File: src/chg_pkg.sv
`timescale 1ns / 1ps

package chg_pkg;

	// default geometry of the block
	localparam int MAX_POINTS_DEF = 64;
	localparam int COORD_BITS_DEF = 16;

	// result of one orientation test, handed from the cross unit to the sequencer
	typedef struct packed {
		logic done;   // one-cycle pulse, fields below valid with it
		logic gt;     // cross product strictly positive
		logic eq;     // cross product zero
		logic near;   // first point closer to the origin point than the second
	} cross_res_t;

endpackage

File: src/chg_ifs.sv
`timescale 1ns / 1ps

interface pt_if import chg_pkg::*; #(
	parameter int CB = COORD_BITS_DEF
) ();
	logic                 valid;
	logic                 ready;
	logic signed [CB-1:0] pt_x;
	logic signed [CB-1:0] pt_y;
	logic                 set_end;

	modport source(output valid, pt_x, pt_y, set_end, input ready);
	modport sink(input valid, pt_x, pt_y, set_end, output ready);
endinterface

interface hull_if import chg_pkg::*; #(
	parameter int CB = COORD_BITS_DEF,
	parameter int SW = $clog2(MAX_POINTS_DEF + 1)
) ();
	logic                 valid;
	logic                 ready;
	logic signed [CB-1:0] hull_x;
	logic signed [CB-1:0] hull_y;
	logic [SW-1:0]        hull_size;
	logic                 hull_last;

	modport source(output valid, hull_x, hull_y, hull_size, hull_last, input ready);
	modport sink(input valid, hull_x, hull_y, hull_size, hull_last, output ready);
endinterface

File: src/chg_cross.sv
`timescale 1ns / 1ps

// Orientation test (a - o) x (b - o) with one shared multiplier.
// Start latches the differences; stg_q then steps through the two products and the compare before done.
module chg_cross import chg_pkg::*; #(
	parameter int COORD_BITS = COORD_BITS_DEF
) (
	input  logic                         clk,
	input  logic                         arst_n,
	input  logic                         start,
	input  logic signed [COORD_BITS-1:0] o_x,
	input  logic signed [COORD_BITS-1:0] o_y,
	input  logic signed [COORD_BITS-1:0] a_x,
	input  logic signed [COORD_BITS-1:0] a_y,
	input  logic signed [COORD_BITS-1:0] b_x,
	input  logic signed [COORD_BITS-1:0] b_y,
	output cross_res_t                   res
);
	localparam int DW = COORD_BITS + 1;
	localparam int MW = 2 * DW;

	logic signed [DW-1:0] ax, ay, bx, by;
	logic signed [DW-1:0] ax_q, ay_q, bx_q, by_q;
	logic [DW-1:0]        mag_ax, mag_ay, mag_bx, mag_by;
	logic [DW:0]          da_q, db_q;
	logic [2:0]           stg_q;
	logic signed [DW-1:0] m_a, m_b;
	logic signed [MW-1:0] prod, p_q, q_q;
	logic                 done_q, gt_q, eq_q, near_q;

	// differences to the origin point, one bit wider than the coordinates
	assign ax = $signed({a_x[COORD_BITS-1], a_x}) - $signed({o_x[COORD_BITS-1], o_x});
	assign ay = $signed({a_y[COORD_BITS-1], a_y}) - $signed({o_y[COORD_BITS-1], o_y});
	assign bx = $signed({b_x[COORD_BITS-1], b_x}) - $signed({o_x[COORD_BITS-1], o_x});
	assign by = $signed({b_y[COORD_BITS-1], b_y}) - $signed({o_y[COORD_BITS-1], o_y});

	assign mag_ax = ax[DW-1] ? DW'(-ax) : DW'(ax);
	assign mag_ay = ay[DW-1] ? DW'(-ay) : DW'(ay);
	assign mag_bx = bx[DW-1] ? DW'(-bx) : DW'(bx);
	assign mag_by = by[DW-1] ? DW'(-by) : DW'(by);

	// one multiplier: ax*by in the first step, bx*ay in the second
	assign m_a  = stg_q[0] ? ax_q : bx_q;
	assign m_b  = stg_q[0] ? by_q : ay_q;
	assign prod = MW'(m_a) * MW'(m_b);

	// latch operands and sequence the steps
	always_ff @(posedge clk or negedge arst_n) begin
		if (!arst_n) begin
			stg_q  <= '0;
			done_q <= 1'b0;
		end else begin
			stg_q  <= {stg_q[1:0], start};
			done_q <= stg_q[2];
		end
	end

	always_ff @(posedge clk) begin
		if (start) begin
			ax_q <= ax;
			ay_q <= ay;
			bx_q <= bx;
			by_q <= by;
			da_q <= {1'b0, mag_ax} + {1'b0, mag_ay};
			db_q <= {1'b0, mag_bx} + {1'b0, mag_by};
		end
		if (stg_q[0]) p_q <= prod;
		if (stg_q[1]) q_q <= prod;
		// compare the two products
		if (stg_q[2]) begin
			gt_q   <= p_q > q_q;
			eq_q   <= p_q == q_q;
			near_q <= da_q < db_q;
		end
	end

	assign res = '{done: done_q, gt: gt_q, eq: eq_q, near: near_q};
endmodule

File: src/convex_hull_graham.sv
`timescale 1ns / 1ps

// Channel   | Dir | Payload                                   | Handshake
// pt_in     | in  | pt_x, pt_y, set_end                        | valid/ready
// hull_out  | out | hull_x, hull_y, hull_size, hull_last       | valid/ready
//
// A point without end mark is stored, up to MAX_POINTS, and loading goes on.
// An end mark starts the hull run: a pivot swap, a selection sort with
// (n-1)(n-2)/2 cross tests, a stack scan, and the emission of each vertex,
// which waits on hull_out.ready; a set under three points goes straight to
// emission. The shared cross unit sets the pace.
// pt_in.ready is low from the end mark until the last vertex is taken.
// arst_n clears the sequencer and point count; point and stack memories are not cleared.
module convex_hull_graham import chg_pkg::*; #(
	parameter int MAX_POINTS = MAX_POINTS_DEF,
	parameter int COORD_BITS = COORD_BITS_DEF
) (
	input logic     clk,
	input logic     arst_n,
	pt_if.sink      pt_in,
	hull_if.source  hull_out
);
	localparam int AW = $clog2(MAX_POINTS);
	localparam int CW = $clog2(MAX_POINTS + 1);
	localparam int PW = 2 * COORD_BITS;

	typedef enum logic [20:0] {
		ST_LOAD = 21'd1 << 0,
		ST_PRD  = 21'd1 << 1,
		ST_PW1  = 21'd1 << 2,
		ST_PW2  = 21'd1 << 3,
		ST_SI   = 21'd1 << 4,
		ST_SB   = 21'd1 << 5,
		ST_SJ   = 21'd1 << 6,
		ST_SW   = 21'd1 << 7,
		ST_SX1  = 21'd1 << 8,
		ST_SX2  = 21'd1 << 9,
		ST_SX3  = 21'd1 << 10,
		ST_GI   = 21'd1 << 11,
		ST_GB   = 21'd1 << 12,
		ST_GC   = 21'd1 << 13,
		ST_GW   = 21'd1 << 14,
		ST_GP1  = 21'd1 << 15,
		ST_GP2  = 21'd1 << 16,
		ST_ER   = 21'd1 << 17,
		ST_ES   = 21'd1 << 18,
		ST_EO   = 21'd1 << 19,
		ST_EW   = 21'd1 << 20
	} state_t;

	state_t state_q;

	logic [PW-1:0] pmem [MAX_POINTS];
	logic [AW-1:0] smem [MAX_POINTS];
	logic [PW-1:0] prd_q;
	logic [AW-1:0] srd_q;

	logic [AW-1:0] p_ra, p_wa, s_ra, s_wa;
	logic [PW-1:0] p_wd;
	logic [AW-1:0] s_wd;
	logic          p_we, s_we;

	logic [CW-1:0] cnt_q, n_q, n_next;
	logic [AW-1:0] pidx_q, i_q, j_q, k_q, top_q, e_q;
	logic [PW-1:0] pvt_q, best_q, cand_q, pa_q, pb_q, pc_q;
	logic          small_q;

	logic          acc, store_ok, better, out_take;
	logic signed [COORD_BITS-1:0] in_x, in_y, pvt_x, pvt_y;

	logic          cx_start;
	logic [PW-1:0] cx_o, cx_a, cx_b;
	cross_res_t    cx_res;
	logic          pick, emit_last;

	logic                 ovalid_q;
	logic [PW-1:0]        opt_q;
	logic [CW-1:0]        osize_q;
	logic                 olast_q;

	assign in_x  = pt_in.pt_x;
	assign in_y  = pt_in.pt_y;
	assign pvt_x = $signed(pvt_q[PW-1:COORD_BITS]);
	assign pvt_y = $signed(pvt_q[COORD_BITS-1:0]);

	assign pt_in.ready = (state_q == ST_LOAD);
	assign acc         = pt_in.valid & pt_in.ready;
	assign out_take    = hull_out.valid & hull_out.ready;
	assign store_ok    = cnt_q < CW'(MAX_POINTS);
	assign better      = (cnt_q == '0) || (in_y < pvt_y) || ((in_y == pvt_y) && (in_x < pvt_x));
	assign n_next      = store_ok ? cnt_q + CW'(1) : cnt_q;
	assign pick        = cx_res.gt | (cx_res.eq & cx_res.near);
	assign emit_last   = small_q ? (CW'(e_q) + CW'(1) == n_q) : (e_q == top_q);

	// point store and stack memories, registered reads
	always_ff @(posedge clk) begin
		if (p_we) pmem[p_wa] <= p_wd;
		prd_q <= pmem[p_ra];
		if (s_we) smem[s_wa] <= s_wd;
		srd_q <= smem[s_ra];
	end

	// memory addresses and cross unit operands per state
	always_comb begin
		p_ra     = '0;
		p_we     = 1'b0;
		p_wa     = '0;
		p_wd     = prd_q;
		s_ra     = '0;
		s_we     = 1'b0;
		s_wa     = '0;
		s_wd     = i_q;
		cx_start = 1'b0;
		cx_o     = pvt_q;
		cx_a     = prd_q;
		cx_b     = best_q;
		unique case (state_q)
			ST_LOAD: begin
				p_we = acc & store_ok;
				p_wa = cnt_q[AW-1:0];
				p_wd = {pt_in.pt_x, pt_in.pt_y};
			end
			ST_PRD: p_ra = '0;
			ST_PW1: begin
				p_we = 1'b1;
				p_wa = pidx_q;
				p_wd = prd_q;
			end
			ST_PW2: begin
				p_we = 1'b1;
				p_wa = '0;
				p_wd = pvt_q;
			end
			ST_SI: p_ra = i_q;
			ST_SB: p_ra = i_q + AW'(1);
			ST_SJ: cx_start = 1'b1;
			ST_SW: p_ra = j_q + AW'(1);
			ST_SX1: p_ra = i_q;
			ST_SX2: begin
				p_we = 1'b1;
				p_wa = k_q;
				p_wd = prd_q;
			end
			ST_SX3: begin
				p_we = 1'b1;
				p_wa = i_q;
				p_wd = best_q;
			end
			ST_GI: begin
				p_ra = AW'(1);
				s_we = 1'b1;
				s_wa = '0;
				s_wd = '0;
			end
			ST_GB: begin
				p_ra = AW'(2);
				s_we = 1'b1;
				s_wa = AW'(1);
				s_wd = AW'(1);
			end
			ST_GC: begin
				cx_start = 1'b1;
				cx_o     = pa_q;
				cx_a     = pb_q;
				cx_b     = prd_q;
			end
			ST_GW: begin
				p_ra = i_q + AW'(1);
				s_ra = top_q - AW'(2);
				if (cx_res.done && (cx_res.gt || top_q == AW'(1))) begin
					s_we = 1'b1;
					s_wa = cx_res.gt ? top_q + AW'(1) : AW'(1);
					s_wd = i_q;
				end
			end
			ST_GP1: p_ra = srd_q;
			ST_GP2: begin
				cx_start = 1'b1;
				cx_o     = prd_q;
				cx_a     = pb_q;
				cx_b     = pc_q;
			end
			ST_ER: begin
				p_ra = e_q;
				s_ra = e_q;
			end
			ST_ES: p_ra = srd_q;
			ST_EO: p_ra = srd_q;
			ST_EW: p_ra = srd_q;
			default: p_ra = '0;
		endcase
	end

	chg_cross #(.COORD_BITS(COORD_BITS)) u_cross (
		.clk   (clk),
		.arst_n(arst_n),
		.start (cx_start),
		.o_x   ($signed(cx_o[PW-1:COORD_BITS])),
		.o_y   ($signed(cx_o[COORD_BITS-1:0])),
		.a_x   ($signed(cx_a[PW-1:COORD_BITS])),
		.a_y   ($signed(cx_a[COORD_BITS-1:0])),
		.b_x   ($signed(cx_b[PW-1:COORD_BITS])),
		.b_y   ($signed(cx_b[COORD_BITS-1:0])),
		.res   (cx_res)
	);

	// sequencer: load, pivot swap, sort, stack scan, emit
	always_ff @(posedge clk or negedge arst_n) begin
		if (!arst_n) begin
			state_q  <= ST_LOAD;
			cnt_q    <= '0;
			ovalid_q <= 1'b0;
		end else begin
			unique case (state_q)
				ST_LOAD: begin
					if (acc) begin
						cnt_q <= n_next;
						if (pt_in.set_end) begin
							cnt_q <= '0;
							if (n_next < CW'(3)) state_q <= ST_ER;
							else                 state_q <= ST_PRD;
						end
					end
				end
				ST_PRD: state_q <= ST_PW1;
				ST_PW1: state_q <= ST_PW2;
				ST_PW2: state_q <= ST_SI;
				ST_SI:  state_q <= ST_SB;
				ST_SB:  state_q <= ST_SJ;
				ST_SJ:  state_q <= ST_SW;
				ST_SW: begin
					if (cx_res.done) begin
						if (CW'(j_q) + CW'(1) == n_q) state_q <= ST_SX1;
						else                          state_q <= ST_SJ;
					end
				end
				ST_SX1: state_q <= ST_SX2;
				ST_SX2: state_q <= ST_SX3;
				ST_SX3: begin
					if (CW'(i_q) + CW'(2) < n_q) state_q <= ST_SI;
					else                         state_q <= ST_GI;
				end
				ST_GI: state_q <= ST_GB;
				ST_GB: state_q <= ST_GC;
				ST_GC: state_q <= ST_GW;
				ST_GW: begin
					if (cx_res.done) begin
						if (!cx_res.gt && top_q != AW'(1)) state_q <= ST_GP1;
						else if (CW'(i_q) + CW'(1) < n_q)  state_q <= ST_GC;
						else                               state_q <= ST_ER;
					end
				end
				ST_GP1: state_q <= ST_GP2;
				ST_GP2: state_q <= ST_GW;
				ST_ER: begin
					if (small_q) state_q <= ST_EO;
					else         state_q <= ST_ES;
				end
				ST_ES: state_q <= ST_EO;
				ST_EO: begin
					ovalid_q <= 1'b1;
					state_q  <= ST_EW;
				end
				ST_EW: begin
					if (out_take) begin
						ovalid_q <= 1'b0;
						if (olast_q) state_q <= ST_LOAD;
						else         state_q <= ST_ER;
					end
				end
				default: state_q <= ST_LOAD;
			endcase
		end
	end

	// working registers of the run
	always_ff @(posedge clk) begin
		unique case (state_q)
			ST_LOAD: begin
				if (acc && store_ok && better) begin
					pvt_q  <= {pt_in.pt_x, pt_in.pt_y};
					pidx_q <= cnt_q[AW-1:0];
				end
				if (acc && pt_in.set_end) begin
					n_q     <= n_next;
					small_q <= n_next < CW'(3);
					e_q     <= '0;
				end
				i_q <= AW'(1);
			end
			ST_SB: begin
				best_q <= prd_q;
				k_q    <= i_q;
				j_q    <= i_q + AW'(1);
			end
			ST_SJ: cand_q <= prd_q;
			ST_SW: begin
				if (cx_res.done) begin
					if (pick) begin
						best_q <= cand_q;
						k_q    <= j_q;
					end
					j_q <= j_q + AW'(1);
				end
			end
			ST_SX3: i_q <= i_q + AW'(1);
			ST_GB: begin
				pa_q  <= pvt_q;
				pb_q  <= prd_q;
				top_q <= AW'(1);
				i_q   <= AW'(2);
			end
			ST_GC: pc_q <= prd_q;
			ST_GW: begin
				if (cx_res.done) begin
					if (!cx_res.gt && top_q != AW'(1)) begin
						// pop: old second entry becomes the top
						top_q <= top_q - AW'(1);
						pb_q  <= pa_q;
					end else begin
						if (cx_res.gt) begin
							top_q <= top_q + AW'(1);
							pa_q  <= pb_q;
						end
						// push the current point
						pb_q <= pc_q;
						i_q  <= i_q + AW'(1);
						e_q  <= '0;
					end
				end
			end
			ST_GP2: pa_q <= prd_q;
			ST_EO: begin
				opt_q   <= prd_q;
				osize_q <= small_q ? n_q : CW'(top_q) + CW'(1);
				olast_q <= emit_last;
			end
			ST_EW: begin
				if (out_take) e_q <= e_q + AW'(1);
			end
			default: e_q <= e_q;
		endcase
	end

	assign hull_out.valid     = ovalid_q;
	assign hull_out.hull_x    = $signed(opt_q[PW-1:COORD_BITS]);
	assign hull_out.hull_y    = $signed(opt_q[COORD_BITS-1:0]);
	assign hull_out.hull_size = osize_q;
	assign hull_out.hull_last = olast_q;
endmodule

File: src/flat_wrapper.sv
// flat-port wrapper written by rule: the top's interface ports become plain ports
module convex_hull_graham_flat import chg_pkg::*;
#(
	parameter int MAX_POINTS = MAX_POINTS_DEF,
	parameter int COORD_BITS = COORD_BITS_DEF
)
  (clk, arst_n, pt_in_valid, pt_in_pt_x, pt_in_pt_y, pt_in_set_end, pt_in_ready, hull_out_valid, hull_out_hull_x, hull_out_hull_y, hull_out_hull_size, hull_out_hull_last, hull_out_ready);
  pt_if pt_in_i ();
  hull_if hull_out_i ();
  input logic clk;
  input logic arst_n;
  input wire logic [$bits(pt_in_i.valid)-1:0] pt_in_valid;
  input wire logic [$bits(pt_in_i.pt_x)-1:0] pt_in_pt_x;
  input wire logic [$bits(pt_in_i.pt_y)-1:0] pt_in_pt_y;
  input wire logic [$bits(pt_in_i.set_end)-1:0] pt_in_set_end;
  output wire logic [$bits(pt_in_i.ready)-1:0] pt_in_ready;
  output wire logic [$bits(hull_out_i.valid)-1:0] hull_out_valid;
  output wire logic [$bits(hull_out_i.hull_x)-1:0] hull_out_hull_x;
  output wire logic [$bits(hull_out_i.hull_y)-1:0] hull_out_hull_y;
  output wire logic [$bits(hull_out_i.hull_size)-1:0] hull_out_hull_size;
  output wire logic [$bits(hull_out_i.hull_last)-1:0] hull_out_hull_last;
  input wire logic [$bits(hull_out_i.ready)-1:0] hull_out_ready;
  assign pt_in_i.valid = pt_in_valid;
  assign pt_in_i.pt_x = pt_in_pt_x;
  assign pt_in_i.pt_y = pt_in_pt_y;
  assign pt_in_i.set_end = pt_in_set_end;
  assign pt_in_ready = pt_in_i.ready;
  assign hull_out_valid = hull_out_i.valid;
  assign hull_out_hull_x = hull_out_i.hull_x;
  assign hull_out_hull_y = hull_out_i.hull_y;
  assign hull_out_hull_size = hull_out_i.hull_size;
  assign hull_out_hull_last = hull_out_i.hull_last;
  assign hull_out_i.ready = hull_out_ready;
  convex_hull_graham #(.MAX_POINTS(MAX_POINTS), .COORD_BITS(COORD_BITS)) u_core (.clk(clk), .arst_n(arst_n), .pt_in(pt_in_i), .hull_out(hull_out_i));
endmodule
File: config.mk
export PLATFORM = sky130hd
export DESIGN_NAME = convex_hull_graham_flat
export DESIGN_NICKNAME = d
export VERILOG_FILES = /design/src/chg_pkg.sv /design/src/chg_ifs.sv /design/src/chg_cross.sv /design/src/convex_hull_graham.sv /design/src/flat_wrapper.sv
export SDC_FILE = /design/constraint.sdc
export NUM_CORES = 2
export LEC_CHECK = 0
export BUFFER_PORTS_ARGS = -buffer_cell sky130_fd_sc_hd__buf_2
export CAP_MARGIN = 20
export CORE_MARGIN = 10
export CORE_UTILIZATION = 64
export CTS_CLUSTER_SIZE = 25
export DETAILED_ROUTE_END_ITERATION = 7
export PLACE_DENSITY_LB_ADDON = 0.05
export SYNTH_ARGS = -nofsm -noshare
export SYNTH_HDL_FRONTEND = slang
export SYNTH_SLANG_ARGS = --single-unit
File: constraint.sdc
create_clock -name clk -period 11.43 [get_ports clk]
set_input_delay 2.286 -clock clk [delete_from_list [all_inputs] [get_ports clk]]
set_output_delay 2.286 -clock clk [all_outputs]
set_load 0.03 [all_outputs]
==> out/metrics.yaml <==
crit_fanout: 15
cts_buffers: 313
fillers: 13420
top_layer: "met5"
gp_congestion: 0.9359
ys_ff_latch: 2954
cpPeakStageDelay_ns: 0.84
ir_drop_uv: 192.9
antenna_found_initial: 16
worst_setup_path_start_kind: "register"
setup.worst_path.class: "register to register"
endpoint_kind: "register"
hold-worst-slack_ns: 0.4623
fmax_ghz: 0.1052
cts_resized: 0
die-area_mm2: 0.2297
place_hpwl_mm: 232.9
fin_crit_sh_pct: 83.16
vias: 81800
clock_sinks: 2954
syn_avg_cell_area_um2: 14.95
clk_latency_ns: 0.96
htree_levels: 5
fp.coreArea_mm2: 0.2098
synth_ff_type: "edfxtp_1"
intPower_uw: 17270
hold_class: "register to register"
drt.antenna.violating_nets: 0
die_width_um: 479.3
grt-ovfl-total: 0
power_switching_uw: 4062
drt-pass1-iter-count: 8
track_usage_pct: 32.52
path_clk_slew_ns: 0.06
final_util_pct: 71.56
hold_start: "u_core.cand_q[0]$_DFFE_PP_"
synth_cells: 9033
grt_start_max_net_pins: 193
holdPathEnd: "u_core.best_q[0]$_DFFE_PP_"
yosysUniqueCellTypes: 90
outcome: "finished with violations"
nets: 9866
power_frac_comb_pct: 0.2
p_leak_uw: 0.04396
synth_top_area_share_pct: 64.13
cp_data_arrival_time_ns: 10.27
drv_cap: 0
drtIter0Drc: 10500
cts_tree: "done"
worst_pin_slew_ns: 1.516
whs_path_depth: 2
clockBufferDepth: 4
p_clk_share_pct: 45.0
ys_seq_area_share_pct: 65.30
worst_path_max_delay_cell: "a2111oi_0"
hold_viol: 0
async_flop_share_pct: 1.117
power_frac_seq_pct: 54.8
required_ns: 12.19
cts-root-buf: "clkbuf_16"
clock_skew_ns: 0.09547
wirelength_met1_mm: 142.6
wl_met3_mm: 37.65
drive_above_1_share_pct: 15.50
initial_core_util_pct: 64.36
r2r_start: "u_core.state_q[6]$_DFFE_PN0P_"
io_pins: 79
r2r_cells: 32
synth_edf_count: 2883
rows: 168
final.setup.tns_ns: 0
viasPerCell: 6.657
route.detailed.drc: 0
violations: "max-slew violations"
ys.warnings.count: 0
fin_crit_ns: 9.505
post_cts_buffers: 0
wl_met2_mm: 176.3
timing.rr.end: "u_core.u_cross.da_q[16]$_DFFE_PP_"
synth_area_mm2: 0.1350
synth_fp_nets: 9652
hold_buffers: 0
yosys-top-cells-area: "edfxtp_1 64%, mux4_2 8.3%, fa_1 4.5%"
synth_top_area_cell: "edfxtp_1"
wl_mm: 377.2
portBuffers: 78
finalSetupViolations: 0
grt_setup_unrepaired: "no"
swShare_pct: 19.04
crit_top_cell: "a21boi_0"
powerDensity_mw_per_mm2: 142.1
die_h_um: 479.3
routedWlPerCell_um: 30.70
rrSetupSlack_ns: 1.92
slew_violations: 1
area_growth_pct: 11.19
grt_pass1_vias: 80870
cp-startpoint: "u_core.state_q[6]$_DFFE_PN0P_"
slew_headroom_pct: -1.077
grt_pass1_wl_mm: 549.8
cell families (layout without fill, tap and decap cells):
family / after synthesis / after routing / synth area share (%)
flip-flops: 2954 / 2954 / 65.30
adder cells (fa/ha/maj): 592 / 592 / 7.152
AND/OR/NAND/NOR: 2453 / 2453 / 7.900
AO/OA/AOI/OAI: 1208 / 1208 / 6.204
multiplexers: 637 / 637 / 9.354
XOR/XNOR: 205 / 205 / 1.346
other: 0 / 10 / 0
buffers and inverters: 984 / 1423 / 2.743
routing by layer:
| layer | vias up | GRT usage (%) |
|---|---|---|
| met5 | - | 0 |
| met4 | 14 | 15.32 |
| met3 | 801 | 6.279 |
| met2 | 4724 | 50.68 |
| met1 | 41740 | 44.89 |
| li1 | 34520 | - |
synthesized netlist by cell type, drive strengths merged, types with 24 or more instances:
cell    instances
nor3           58
a21oi         261
mux2           37
fa            302
a222oi         37
a31oi          92
nor2b          35
xor2           53
nand2        1347
dfxtp          38
nor2          439
buf            87
mux4          496
a22oi          59
a311oi        137
o21ai         167
a211oi        148
xnor2         151
a22o           33
edfxtp       2883
nor4           24
dfrtp          32
mux2i         104
nand2b         39
nand4          37
clkbuf        349
inv           546
and2          124
o21a           25
and3           93
a21o           75
ha            280
nand3         185
worst max path at each step:
stage	to	slack, ns	depth (start not counted)
global route	u_core.u_cross.da_q[16]$_DFFE_PP_	0.93	32
floorplan	u_core.pidx_q[0]$_DFFE_PP_	0.65	14
global placement	u_core.u_cross.da_q[16]$_DFFE_PP_	2.20	32
CTS	u_core.u_cross.da_q[16]$_DFFE_PP_	2.08	32
finish	u_core.u_cross.da_q[16]$_DFFE_PP_	1.92	32
detailed placement	u_core.u_cross.da_q[16]$_DFFE_PP_	2.17	32
metrics by stage:
stage | power (µW) | instance area [µm²] | cells | worst slack [ns]
3_5_place_dp | 11970 | 140500 | 11730 | 2.175
6_report | 21330 | 150100 | 12290 | 1.925
5_1_grt | 21830 | 150100 | 12280 | 0.9260
2_1_floorplan | 11940 | 135000 | 9033 | 0.6480
4_1_cts | 21430 | 150000 | 12270 | 2.083
3_3_place_gp | 11970 | 140400 | 11730 | 2.198
cell type report:
| cell class | count | area [µm²] | area share (%) |
|---|---|---|---|
| diodes | 10 | 25.02 | 0.01667 |
| clock buffers | 412 | 8474 | 5.645 |
| clock inverters | 128 | 1070 | 0.7127 |
| inverters | 548 | 2057 | 1.370 |
| multi-input cells | 5095 | 44330 | 29.53 |
| flip-flops and latches | 2954 | 88160 | 58.73 |
| well taps | 2805 | 3510 | 2.338 |
| repair buffers | 335 | 2480 | 1.652 |
layout by cell type, fill, tap and decap left out, types with 53 or more instances in the layout:
master     Yosys  final
a211oi_1     148    146
a21o_1        75     75
a21oi_1      260    238
a22oi_1       59     58
a311oi_1     137    115
a31oi_1       91     91
and2_1       108    104
and3_1        93     93
buf_2          8     81
buf_4          0    239
clkbuf_1     349     81
clkbuf_16      0    321
clkinv_1       2     54
edfxtp_1    2883   2883
fa_1         302    302
ha_1         280    280
inv_1        545    545
mux2i_1      104    104
mux4_2       496    496
nand2_1     1347   1336
nand3_1      185    184
nor2_1       438    367
nor2_4         0     71
nor3_1        57     55
o21ai_0      159    155
xnor2_1      150    150
xor2_1        53     53
worst max-delay path: cells and delay by family, from the launching register on:
family                   cells  cell delay (ns)
buffers and inverters        1             0.44
flip-flops                   1             0.41
adder cells (fa/ha/maj)      2             0.50
AO/OA/AOI/OAI               17             4.41
AND/OR/NAND/NOR             12             3.58
power by group through the flow:
| stage | clock network (µW) | registers [µW] | logic, µW |
|---|---|---|---|
| after floorplan | 0 | 11900 | 9.22 |
| after global placement | 0 | 11900 | 35.3 |
| after detailed placement | 0 | 11900 | 35.7 |
| after CTS | 9690 | 11700 | 35.9 |
| after global routing | 10100 | 11700 | 39.2 |
| final | 9600 | 11700 | 36.9 |
flip-flops by register name (all words and copies together) (netlist names), 21 cells and up:
name,count
u_core.pmem,2048
u_core.smem,384
u_core.u_cross.p_q,34
u_core.u_cross.q_q,34
u_core.best_q,32
u_core.cand_q,32
u_core.opt_q,32
u_core.pa_q,32
u_core.pb_q,32
u_core.pc_q,32
u_core.prd_q,32
u_core.pvt_q,32
u_core.state_q,21
(Power assumes the default switching activity.)
